File: config.mk
export PLATFORM = sky130hd
export DESIGN_NAME = rc_receiver_frame_decoder_flat
export DESIGN_NICKNAME = d
export VERILOG_FILES = /design/src/rtl/rcfd_pkg.sv /design/src/rtl/rcfd_if.sv /design/src/rtl/rcfd_unpack.sv /design/src/rtl/rcfd_chan_unit.sv /design/src/rtl/rcfd_emit.sv /design/src/rtl/rc_receiver_frame_decoder.sv /design/src/flat_wrapper.sv
export SDC_FILE = /design/constraint.sdc
export NUM_CORES = 1
export LEC_CHECK = 0
export ABC_AREA = 0
export BUFFER_PORTS_ARGS = -buffer_cell sky130_fd_sc_hd__buf_2
export CAP_MARGIN = 10
export CELL_PAD_IN_SITES_DETAIL_PLACEMENT = 0
export CELL_PAD_IN_SITES_GLOBAL_PLACEMENT = 2
export CORE_ASPECT_RATIO = 1.2
export CORE_MARGIN = 4
export CORE_UTILIZATION = 45
export CTS_CLUSTER_SIZE = 16
export DETAILED_ROUTE_END_ITERATION = 16
export HOLD_SLACK_MARGIN = 0.06
export PLACE_DENSITY = 0.78
export SETUP_SLACK_MARGIN = 0.3
export SYNTH_ARGS = -nofsm -noshare
export SYNTH_HDL_FRONTEND = slang
export SYNTH_SLANG_ARGS = --single-unit
export TNS_END_PERCENT = 1
File: constraint.sdc
create_clock -name clk -period 39.6 [get_ports clk]
set_clock_uncertainty 0.1 [all_clocks]
set_input_delay 1.98 -clock clk [delete_from_list [all_inputs] [get_ports clk]]
set_output_delay 1.98 -clock clk [all_outputs]
set_load 0.02 [all_outputs]
File: src/rtl/rcfd_pkg.sv
`timescale 1ns / 1ps
`default_nettype none

package rcfd_pkg;

  localparam int CHANNEL_BITS  = 11;
  localparam int CHANNEL_COUNT = 16;
  localparam int VALUE_BITS    = CHANNEL_BITS + 1;
  localparam int INDEX_BITS    = $clog2(CHANNEL_COUNT);
  localparam int POS_BITS      = 5;
  localparam int ACC_BITS      = CHANNEL_BITS + 7;
  localparam int CNT_BITS      = 5;

  localparam logic [POS_BITS-1:0] POS_FIRST_DATA = 5'd1;
  localparam logic [POS_BITS-1:0] POS_LAST_DATA  = 5'd22;
  localparam logic [POS_BITS-1:0] POS_FLAG       = 5'd23;
  localparam logic [POS_BITS-1:0] POS_TRIGGER    = 5'd24;
  localparam logic [POS_BITS-1:0] POS_IDLE       = 5'd25;

  localparam logic [INDEX_BITS-1:0] CH_STICK_DB   = 4'd2;
  localparam logic [INDEX_BITS-1:0] CH_STICK_TRIM = 4'd3;
  localparam logic [INDEX_BITS-1:0] CH_STICK_LAST = 4'd3;
  localparam logic [INDEX_BITS-1:0] CH_PASS_A     = 4'd8;
  localparam logic [INDEX_BITS-1:0] CH_PASS_B     = 4'd9;
  localparam logic [INDEX_BITS-1:0] CH_LAST       = 4'(CHANNEL_COUNT - 1);

  localparam logic [7:0]              START_BYTE_RST   = 8'd15;
  localparam logic [CHANNEL_BITS-1:0] STICK_OFFSET_RST = 11'd1024;
  localparam logic [3:0]              STICK4_TRIM_RST  = 4'd8;
  localparam logic [7:0]              DEADBAND_RST     = 8'd5;
  localparam logic [CHANNEL_BITS-1:0] JUMP_LIMIT_RST   = 11'd512;
  localparam logic [CHANNEL_BITS-1:0] SWITCH_LOW_RST   = 11'd352;
  localparam logic [CHANNEL_BITS-1:0] SWITCH_MID_RST   = 11'd1024;
  localparam logic [CHANNEL_BITS-1:0] SWITCH_HIGH_RST  = 11'd1695;

  typedef enum logic [2:0] {
    REG_START_BYTE   = 3'd0,
    REG_STICK_OFFSET = 3'd1,
    REG_STICK4_TRIM  = 3'd2,
    REG_DEADBAND     = 3'd3,
    REG_JUMP_LIMIT   = 3'd4,
    REG_SWITCH_LOW   = 3'd5,
    REG_SWITCH_MID   = 3'd6,
    REG_SWITCH_HIGH  = 3'd7
  } cfg_reg_t;

  typedef struct packed {
    logic [7:0]              start_byte;
    logic [CHANNEL_BITS-1:0] stick_offset;
    logic [3:0]              stick4_trim;
    logic [7:0]              deadband;
    logic [CHANNEL_BITS-1:0] jump_limit;
    logic [CHANNEL_BITS-1:0] switch_low;
    logic [CHANNEL_BITS-1:0] switch_mid;
    logic [CHANNEL_BITS-1:0] switch_high;
  } cfg_t;

  typedef struct packed {
    logic       go;
    logic [7:0] flag;
  } frame_ctl_t;

endpackage

`default_nettype wire

File: src/rtl/rcfd_if.sv
`timescale 1ns / 1ps
`default_nettype none

interface rcfd_in_if;
  logic       valid;
  logic       ready;
  logic [7:0] data_byte;
  logic       frame_start;

  modport source(output valid, output data_byte, output frame_start, input ready);
  modport sink(input valid, input data_byte, input frame_start, output ready);
endinterface

interface rcfd_out_if;
  logic                                  valid;
  logic                                  ready;
  logic [rcfd_pkg::INDEX_BITS-1:0]       channel_index;
  logic signed [rcfd_pkg::VALUE_BITS-1:0] channel_value;
  logic [7:0]                            flag_byte;
  logic                                  frame_end;

  modport source(output valid, output channel_index, output channel_value,
                 output flag_byte, output frame_end, input ready);
  modport sink(input valid, input channel_index, input channel_value,
               input flag_byte, input frame_end, output ready);
endinterface

`default_nettype wire

File: src/rtl/rcfd_unpack.sv
`timescale 1ns / 1ps
`default_nettype none

module rcfd_unpack (
  input  wire logic                                clk,
  input  wire logic                                rst,
  input  wire logic                                beat,
  input  wire logic [7:0]                          data_byte,
  input  wire logic                                frame_start,
  input  wire logic [7:0]                          start_byte,
  input  wire logic [rcfd_pkg::INDEX_BITS-1:0]     rd_idx,
  output logic [rcfd_pkg::CHANNEL_BITS-1:0]        rd_raw,
  output rcfd_pkg::frame_ctl_t                     ctl
);

  logic [rcfd_pkg::POS_BITS-1:0]     pos;
  logic                              accepted;
  logic [rcfd_pkg::ACC_BITS-1:0]     acc;
  logic [rcfd_pkg::CNT_BITS-1:0]     cnt;
  logic [rcfd_pkg::INDEX_BITS-1:0]   wr_idx;
  logic [7:0]                        flag;
  logic                              go;
  logic [rcfd_pkg::CHANNEL_BITS-1:0] raw_store [rcfd_pkg::CHANNEL_COUNT];

  logic [rcfd_pkg::POS_BITS-1:0]   p;
  logic                            acc_ok;
  logic [rcfd_pkg::ACC_BITS-1:0]   a0;
  logic [rcfd_pkg::ACC_BITS-1:0]   sum;
  logic [rcfd_pkg::CNT_BITS-1:0]   c0;
  logic [rcfd_pkg::CNT_BITS-1:0]   c1;
  logic [rcfd_pkg::INDEX_BITS-1:0] w0;
  logic                            is_data;
  logic                            full;

  always_comb begin
    p       = frame_start ? '0 : pos;
    acc_ok  = frame_start ? (data_byte == start_byte) : accepted;
    is_data = (p >= rcfd_pkg::POS_FIRST_DATA) && (p <= rcfd_pkg::POS_LAST_DATA);
    a0      = (p == rcfd_pkg::POS_FIRST_DATA) ? '0 : acc;
    c0      = (p == rcfd_pkg::POS_FIRST_DATA) ? '0 : cnt;
    w0      = (p == rcfd_pkg::POS_FIRST_DATA) ? '0 : wr_idx;
    sum     = a0 | ({{(rcfd_pkg::ACC_BITS-8){1'b0}}, data_byte} << c0);
    c1      = c0 + 5'd8;
    full    = (c1 >= 5'(rcfd_pkg::CHANNEL_BITS));
  end

  // bit accumulator: one channel completes per byte at most
  always_ff @(posedge clk) begin
    if (rst) begin
      pos      <= '0;
      accepted <= 1'b0;
      go       <= 1'b0;
    end else begin
      go <= 1'b0;
      if (beat) begin
        if (p < rcfd_pkg::POS_TRIGGER) begin
          pos      <= p + 5'd1;
          accepted <= acc_ok;
        end else if (p != rcfd_pkg::POS_TRIGGER) begin
          pos <= rcfd_pkg::POS_IDLE;
        end else begin
          pos <= rcfd_pkg::POS_IDLE;
          if (acc_ok) begin
            go       <= 1'b1;
            accepted <= 1'b0;
          end
        end
      end
    end
  end

  always_ff @(posedge clk) begin
    if (beat && is_data) begin
      if (full) begin
        raw_store[w0] <= sum[rcfd_pkg::CHANNEL_BITS-1:0];
        acc           <= sum >> rcfd_pkg::CHANNEL_BITS;
        cnt           <= c1 - 5'(rcfd_pkg::CHANNEL_BITS);
        wr_idx        <= w0 + 4'd1;
      end else begin
        acc    <= sum;
        cnt    <= c1;
        wr_idx <= w0;
      end
    end
    if (beat && p == rcfd_pkg::POS_FLAG) begin
      flag <= data_byte;
    end
  end

  assign rd_raw   = raw_store[rd_idx];
  assign ctl.go   = go;
  assign ctl.flag = flag;

endmodule

`default_nettype wire

File: src/rtl/rcfd_chan_unit.sv
`timescale 1ns / 1ps
`default_nettype none

module rcfd_chan_unit (
  input  wire logic [rcfd_pkg::INDEX_BITS-1:0]          ch,
  input  wire logic [rcfd_pkg::CHANNEL_BITS-1:0]        raw,
  input  wire logic signed [rcfd_pkg::VALUE_BITS-1:0]   prev,
  input  wire rcfd_pkg::cfg_t                           cfg,
  output logic signed [rcfd_pkg::VALUE_BITS-1:0]        value
);

  logic signed [rcfd_pkg::VALUE_BITS:0]   v0;
  logic signed [rcfd_pkg::VALUE_BITS:0]   trim;
  logic signed [rcfd_pkg::VALUE_BITS-1:0] v1;
  logic signed [rcfd_pkg::VALUE_BITS:0]   d;
  logic [rcfd_pkg::VALUE_BITS:0]          dabs;
  logic signed [rcfd_pkg::VALUE_BITS-1:0] v2;
  logic [rcfd_pkg::VALUE_BITS:0]          mag;
  logic signed [rcfd_pkg::VALUE_BITS-1:0] stick;
  logic signed [rcfd_pkg::VALUE_BITS-1:0] raw_v;
  logic                                   hit;

  always_comb begin
    raw_v = $signed({1'b0, raw});
    trim  = (ch == rcfd_pkg::CH_STICK_TRIM) ? $signed({9'd0, cfg.stick4_trim}) : '0;
    v0    = $signed({2'b00, raw}) - $signed({2'b00, cfg.stick_offset}) - trim;
    // saturate at the bottom of the 12-bit range
    v1    = (v0 < -13'sd2048) ? -12'sd2048 : v0[rcfd_pkg::VALUE_BITS-1:0];
    d     = {v1[rcfd_pkg::VALUE_BITS-1], v1} - {prev[rcfd_pkg::VALUE_BITS-1], prev};
    dabs  = d[rcfd_pkg::VALUE_BITS] ? 13'(-d) : 13'(d);
    v2    = (dabs >= {2'b00, cfg.jump_limit}) ? prev : v1;
    mag   = v2[rcfd_pkg::VALUE_BITS-1] ? 13'(-{v2[rcfd_pkg::VALUE_BITS-1], v2})
                                       : 13'({v2[rcfd_pkg::VALUE_BITS-1], v2});
    stick = ((ch >= rcfd_pkg::CH_STICK_DB) && (mag < {5'd0, cfg.deadband})) ? '0 : v2;
    hit   = (raw == cfg.switch_low) || (raw == cfg.switch_mid) || (raw == cfg.switch_high);
    if (ch <= rcfd_pkg::CH_STICK_LAST) begin
      value = stick;
    end else if (ch inside {rcfd_pkg::CH_PASS_A, rcfd_pkg::CH_PASS_B}) begin
      value = raw_v;
    end else begin
      value = hit ? raw_v : prev;
    end
  end

endmodule

`default_nettype wire

File: src/rtl/rcfd_emit.sv
`timescale 1ns / 1ps
`default_nettype none

module rcfd_emit (
  input  wire logic                              clk,
  input  wire logic                              rst,
  input  wire rcfd_pkg::frame_ctl_t              ctl,
  input  wire logic [rcfd_pkg::CHANNEL_BITS-1:0] rd_raw,
  input  wire rcfd_pkg::cfg_t                    cfg,
  output logic [rcfd_pkg::INDEX_BITS-1:0]        rd_idx,
  output logic                                   busy,
  rcfd_out_if.source                             res
);

  logic                                   out_valid;
  logic [rcfd_pkg::INDEX_BITS-1:0]        out_idx;
  logic signed [rcfd_pkg::VALUE_BITS-1:0] out_value;
  logic [7:0]                             out_flag;
  logic                                   out_last;
  logic [rcfd_pkg::INDEX_BITS-1:0]        ch;
  logic signed [rcfd_pkg::VALUE_BITS-1:0] prev [rcfd_pkg::CHANNEL_COUNT];

  logic                                   advance;
  logic signed [rcfd_pkg::VALUE_BITS-1:0] value;

  rcfd_chan_unit u_unit (
    .ch    (ch),
    .raw   (rd_raw),
    .prev  (prev[ch]),
    .cfg   (cfg),
    .value (value)
  );

  assign advance = busy && (!out_valid || res.ready);

  // one channel per cycle through the shared unit while the result side is not stalled
  always_ff @(posedge clk) begin
    if (rst) begin
      busy      <= 1'b0;
      ch        <= '0;
      out_valid <= 1'b0;
      for (int i = 0; i < rcfd_pkg::CHANNEL_COUNT; i++) begin
        prev[i] <= '0;
      end
    end else begin
      if (advance) begin
        prev[ch]  <= value;
        out_valid <= 1'b1;
        out_idx   <= ch;
        out_value <= value;
        out_flag  <= ctl.flag;
        out_last  <= (ch == rcfd_pkg::CH_LAST);
        if (ch == rcfd_pkg::CH_LAST) begin
          busy <= 1'b0;
        end else begin
          ch <= ch + 4'd1;
        end
      end else if (out_valid && res.ready) begin
        out_valid <= 1'b0;
      end
      if (ctl.go) begin
        busy <= 1'b1;
        ch   <= '0;
      end
    end
  end

  assign rd_idx            = ch;
  assign res.valid         = out_valid;
  assign res.channel_index = out_idx;
  assign res.channel_value = out_value;
  assign res.flag_byte     = out_flag;
  assign res.frame_end     = out_last;

  a_go_idle: assert property (@(posedge clk) disable iff (rst) ctl.go |-> !busy)
    else $error("frame start while channels still in flight");
  a_go_starts: assert property (@(posedge clk) disable iff (rst)
    ctl.go |=> busy && ch == '0)
    else $error("sequencer did not start at the first channel");
  a_last_done: assert property (@(posedge clk) disable iff (rst)
    advance && ch == rcfd_pkg::CH_LAST |=> !busy && out_valid && out_last)
    else $error("sequencer did not finish after the last channel");
  a_last_idx: assert property (@(posedge clk) disable iff (rst)
    out_valid |-> (out_last == (out_idx == rcfd_pkg::CH_LAST)))
    else $error("last flag out of step with channel index");

endmodule

`default_nettype wire

File: src/rtl/rc_receiver_frame_decoder.sv
`timescale 1ns / 1ps
`default_nettype none

// channel      dir  width  content
// frame_bytes  in   9      data_byte, frame_start
// channels     out  25     channel_index, channel_value, flag_byte, frame_end
// cfg_*        in   3+11   register index, write data
//
// 25 byte beats make a frame
// the trigger byte starts 16 result beats, one channel per cycle through the
// shared channel unit while channels is not stalled; frame_bytes.ready stays low
// while the sequencer is busy; a stall on channels freezes the channel sequencer
// synchronous reset restores register defaults and clears previous values

module rc_receiver_frame_decoder (
  input  wire logic                              clk,
  input  wire logic                              rst,
  input  wire logic                              cfg_we,
  input  wire logic [2:0]                        cfg_index,
  input  wire logic [rcfd_pkg::CHANNEL_BITS-1:0] cfg_data,
  rcfd_in_if.sink                                frame_bytes,
  rcfd_out_if.source                             channels
);

  rcfd_pkg::cfg_t                    cfg;
  rcfd_pkg::frame_ctl_t              ctl;
  logic [rcfd_pkg::INDEX_BITS-1:0]   rd_idx;
  logic [rcfd_pkg::CHANNEL_BITS-1:0] rd_raw;
  logic                              busy;
  logic                              beat;

  always_ff @(posedge clk) begin
    if (rst) begin
      cfg.start_byte   <= rcfd_pkg::START_BYTE_RST;
      cfg.stick_offset <= rcfd_pkg::STICK_OFFSET_RST;
      cfg.stick4_trim  <= rcfd_pkg::STICK4_TRIM_RST;
      cfg.deadband     <= rcfd_pkg::DEADBAND_RST;
      cfg.jump_limit   <= rcfd_pkg::JUMP_LIMIT_RST;
      cfg.switch_low   <= rcfd_pkg::SWITCH_LOW_RST;
      cfg.switch_mid   <= rcfd_pkg::SWITCH_MID_RST;
      cfg.switch_high  <= rcfd_pkg::SWITCH_HIGH_RST;
    end else if (cfg_we) begin
      case (rcfd_pkg::cfg_reg_t'(cfg_index))
        rcfd_pkg::REG_START_BYTE:   cfg.start_byte   <= cfg_data[7:0];
        rcfd_pkg::REG_STICK_OFFSET: cfg.stick_offset <= cfg_data;
        rcfd_pkg::REG_STICK4_TRIM:  cfg.stick4_trim  <= cfg_data[3:0];
        rcfd_pkg::REG_DEADBAND:     cfg.deadband     <= cfg_data[7:0];
        rcfd_pkg::REG_JUMP_LIMIT:   cfg.jump_limit   <= cfg_data;
        rcfd_pkg::REG_SWITCH_LOW:   cfg.switch_low   <= cfg_data;
        rcfd_pkg::REG_SWITCH_MID:   cfg.switch_mid   <= cfg_data;
        rcfd_pkg::REG_SWITCH_HIGH:  cfg.switch_high  <= cfg_data;
        default: ;
      endcase
    end
  end

  assign frame_bytes.ready = !busy;
  assign beat              = frame_bytes.valid && !busy;

  rcfd_unpack u_unpack (
    .clk         (clk),
    .rst         (rst),
    .beat        (beat),
    .data_byte   (frame_bytes.data_byte),
    .frame_start (frame_bytes.frame_start),
    .start_byte  (cfg.start_byte),
    .rd_idx      (rd_idx),
    .rd_raw      (rd_raw),
    .ctl         (ctl)
  );

  rcfd_emit u_emit (
    .clk    (clk),
    .rst    (rst),
    .ctl    (ctl),
    .rd_raw (rd_raw),
    .cfg    (cfg),
    .rd_idx (rd_idx),
    .busy   (busy),
    .res    (channels)
  );

endmodule

`default_nettype wire

File: src/flat_wrapper.sv
// flat-port wrapper written by rule: the top's interface ports become plain ports
module rc_receiver_frame_decoder_flat 
  (clk, rst, cfg_we, cfg_index, cfg_data, frame_bytes_valid, frame_bytes_data_byte, frame_bytes_frame_start, frame_bytes_ready, channels_valid, channels_channel_index, channels_channel_value, channels_flag_byte, channels_frame_end, channels_ready);
  rcfd_in_if frame_bytes_i ();
  rcfd_out_if channels_i ();
  input  wire logic clk;
  input  wire logic rst;
  input  wire logic cfg_we;
  input  wire logic [2:0] cfg_index;
  input  wire logic [rcfd_pkg::CHANNEL_BITS-1:0] cfg_data;
  input wire logic [$bits(frame_bytes_i.valid)-1:0] frame_bytes_valid;
  input wire logic [$bits(frame_bytes_i.data_byte)-1:0] frame_bytes_data_byte;
  input wire logic [$bits(frame_bytes_i.frame_start)-1:0] frame_bytes_frame_start;
  output wire logic [$bits(frame_bytes_i.ready)-1:0] frame_bytes_ready;
  output wire logic [$bits(channels_i.valid)-1:0] channels_valid;
  output wire logic [$bits(channels_i.channel_index)-1:0] channels_channel_index;
  output wire logic [$bits(channels_i.channel_value)-1:0] channels_channel_value;
  output wire logic [$bits(channels_i.flag_byte)-1:0] channels_flag_byte;
  output wire logic [$bits(channels_i.frame_end)-1:0] channels_frame_end;
  input wire logic [$bits(channels_i.ready)-1:0] channels_ready;
  assign frame_bytes_i.valid = frame_bytes_valid;
  assign frame_bytes_i.data_byte = frame_bytes_data_byte;
  assign frame_bytes_i.frame_start = frame_bytes_frame_start;
  assign frame_bytes_ready = frame_bytes_i.ready;
  assign channels_valid = channels_i.valid;
  assign channels_channel_index = channels_i.channel_index;
  assign channels_channel_value = channels_i.channel_value;
  assign channels_flag_byte = channels_i.flag_byte;
  assign channels_frame_end = channels_i.frame_end;
  assign channels_i.ready = channels_ready;
  rc_receiver_frame_decoder u_core (.clk(clk), .rst(rst), .cfg_we(cfg_we), .cfg_index(cfg_index), .cfg_data(cfg_data), .frame_bytes(frame_bytes_i), .channels(channels_i));
endmodule
==> flow_summary.json <==
{
  "cts_tree": "built",
  "n_fill_cell": 4796,
  "area_growth_pct": 11.6,
  "dp_hpwl_um": 45100,
  "wl_um": 68000,
  "final_nets": 2127,
  "power.switching_uw": 306,
  "setup_tns_ps": 0,
  "critPathMaxStageDelay_ps": 850,
  "gp_congestion": 0.832,
  "syn_area_per_cell_um2": 12.6,
  "numCtsBuffers": 53,
  "synth-seq-cells": 520,
  "start_util_pct": 45.7,
  "syn_inst": 2006,
  "critPathLaunchType": "flop",
  "via_per_inst": 5.75,
  "tightest_slew_ps": 1170,
  "synth_edf_count": 428,
  "vdd_drop_max_mv": 0.0361,
  "wl_met3_um": 3370,
  "post_synth_num_cell_types": 82,
  "crit_top_cell": "ha_1",
  "cts_root_buffer": "clkbuf_16",
  "port_buffers": 54,
  "internal_power_uw": 975,
  "clock-sinks": 520,
  "clkTransAtPathRegs_ps": 60,
  "status": "completed",
  "clkPwrFrac_pct": 41.3,
  "setup_viol": 0,
  "vias": 16100,
  "drv_slew": 0,
  "period_needed_ps": 14910,
  "power_switching_share_pct": 23.9,
  "final_core_util_pct": 51.0,
  "seq_area_frac_synth_pct": 58.3,
  "fmax_ghz": 0.0671,
  "first_global_vias": 16100,
  "cp-end-kind": "flop",
  "dp_cells": 2702,
  "ant_nets": 0,
  "min_path_type": "flop to flop",
  "first_pass_iters": 5,
  "dieWidth_um": 224,
  "yosysWarnings": 0,
  "rsz0062_at_grt": "no",
  "rows": 94,
  "sequentialPowerShare_pct": 47.9,
  "final_common_cell": "edfxtp_1",
  "htree_levels": 2,
  "async_flop_share_pct": 0,
  "required_ps": 39790,
  "holdBufCountCts": 0,
  "drv_cap": 0,
  "crit_type": "flop to flop",
  "drc": 0,
  "drtIter0Drc": 1397,
  "mostFrequentLayoutCells": "428 x edfxtp_1, 254 x nor2_1, 196 x nand2_1, 110 x mux4_2",
  "cts_resized": 0,
  "cts_setup_buffers": 0,
  "cts_buffer_depth": 3,
  "die_h_um": 267,
  "ios": 55,
  "cp_max_fo": 58,
  "maxUsedRoutingLayer": "met5",
  "met2_length_um": 33900,
  "p_leak_nw": 9.69,
  "core_um2": 55200,
  "fin_crit_sh_pct": 37.7,
  "final_hold_viol_count": 0,
  "insertion_delay_ps": 610,
  "cpMaxStageDelayCell": "dfxtp_4",
  "hold_ws_ps": 320,
  "met1_length_um": 28500,
  "syn_area_um2": 25200,
  "fin_cells": 2799,
  "grt_max_degree": 76,
  "synthFlopType": "edfxtp_1",
  "drive_gt1_share_pct": 16.9,
  "grtUsageTotal_pct": 22.6,
  "power_mw": 1.28,
  "power.density_nw_per_um2": 45.6,
  "p_comb_share_pct": 10.8,
  "post_drt_wl_per_cell_um": 24.3,
  "arrival_ps": 15100,
  "slew_headroom_pct": 21.5,
  "grt_overflow": 0,
  "antenna_found_initial": 2,
  "dieArea_um2": 59900,
  "grt_first_pass_wirelength_um": 102000
}
critical path, delay by kind of cell, from the launching register on:
| family | cells | cell delay [ps] |
|---|---|---|
| flip-flops | 1 | 850 |
| buffers and inverters | 8 | 2280 |
| XOR/XNOR | 2 | 400 |
| AND/OR/NAND/NOR | 9 | 1550 |
| AO/OA/AOI/OAI | 20 | 4410 |
| multiplexers | 6 | 2760 |
| adder cells (fa/ha/maj) | 7 | 2120 |
layout make-up:
| type | count | area, um^2 | share of cell area [%] |
|---|---|---|---|
| Antenna cell | 1 | 2.50 | 0.00890 |
| Clock buffer | 66 | 1440 | 5.11 |
| Clock inverter | 29 | 404 | 1.44 |
| Inverter | 66 | 248 | 0.881 |
| Multi-Input combinational cell | 1303 | 9850 | 35.0 |
| Sequential cell | 520 | 14700 | 52.3 |
| Tap cell | 720 | 901 | 3.20 |
| Timing Repair Buffer | 94 | 577 | 2.05 |
cell families (layout without fill, tap and decap cells):
kind of cell / count (synthesis) / count (layout) / share of synthesized area (%)
xor+xnor: 90 / 90 / 3.23
compound gates: 252 / 252 / 6.54
buf+inv: 184 / 255 / 2.97
other cells: 1 / 3 / 0.0149
fa+ha+maj: 61 / 61 / 3.09
simple gates: 726 / 726 / 13.3
flops: 520 / 520 / 58.3
mux: 172 / 172 / 12.5
metrics by stage:
| stage | setup WS [ps] | area, um^2 |
|---|---|---|
| 4_1_cts | 24570 | 28100 |
| 5_1_grt | 23040 | 28100 |
| 3_5_place_dp | 24650 | 26300 |
| 6_report | 24690 | 28100 |
| 2_1_floorplan | 26710 | 25200 |
| 3_3_place_gp | 24910 | 26300 |
per-layer routing:
layer  up-vias  GRT usage (%)
met5         -              0
met4         2           7.05
met3       111           3.80
met2       393           38.4
met1      8094           30.0
li1       7488              -
registers in the layout, summed over array words and instances (netlist names), 5 cells and up, named ones only:
signal / count
u_core.u_emit.res.channel_value: 12
u_core.u_emit.res.flag_byte: 8
u_core.u_unpack.cnt: 5
u_core.u_unpack.pos: 5
u_core.cfg: 75
u_core.u_emit.prev: 192
u_core.u_unpack.raw_store: 176
u_core.u_unpack.flag: 8
u_core.u_unpack.acc: 18
cell usage after synthesis, types with 5 or more instances:
master / n / area share (%)
a211oi_1: 11 / 0.33
nor4_1: 11 / 0.27
a22o_1: 5 / 0.17
nor3_1: 79 / 1.6
ha_1: 59 / 2.9
dfxtp_1: 92 / 7.3
nor2b_1: 26 / 0.65
o31ai_1: 6 / 0.18
clkbuf_1: 84 / 1.3
inv_1: 64 / 0.95
or2_2: 6 / 0.15
o22ai_1: 19 / 0.47
xnor2_1: 56 / 1.9
buf_2: 14 / 0.28
edfxtp_1: 428 / 51
a211o_1: 8 / 0.28
nor3_2: 7 / 0.28
nand3b_1: 15 / 0.45
mux2_2: 12 / 0.54
or3_1: 9 / 0.22
or4_1: 6 / 0.18
buf_1: 11 / 0.16
mux4_2: 110 / 9.8
and2_1: 10 / 0.25
nand3_1: 32 / 0.64
a21oi_1: 89 / 1.8
a31oi_1: 12 / 0.30
and3_1: 8 / 0.20
o21a_1: 9 / 0.27
nand4_1: 18 / 0.45
nor2_1: 256 / 3.8
xor2_1: 32 / 1.1
mux2i_1: 42 / 1.7
nand2b_1: 36 / 0.89
nand2_1: 196 / 2.9
o21ai_0: 34 / 0.68
a21o_1: 11 / 0.33
path summary, 6_finish.rpt:
| path | startpoint | end | slack [ps] | cells after the start |
|---|---|---|---|---|
| max | flop | u_core.u_emit.res.channel_value[10]$_DFFE_PP_ | 24690 | 52 |
| min | u_core.u_unpack.flag[2]$_DFFE_PP_ | u_core.u_emit.res.flag_byte[2]$_DFFE_PP_ | 320 | 0 |
| max reg2reg | flop | u_core.u_emit.res.channel_value[10]$_DFFE_PP_ | 24690 | 52 |
| min reg2reg | u_core.u_unpack.flag[2]$_DFFE_PP_ | u_core.u_emit.res.flag_byte[2]$_DFFE_PP_ | 320 | 0 |
power by group through the flow:
stage          registers (mW)  logic [mW]  clock network [mW]
6_report                0.613       0.139               0.529
5_1_grt                 0.614       0.154               0.561
4_1_cts                 0.613       0.139               0.538
3_5_place_dp            0.625       0.138                   0
3_3_place_gp            0.624       0.137                   0
2_1_floorplan           0.623       0.103                   0
(Power assumes the default switching activity.)
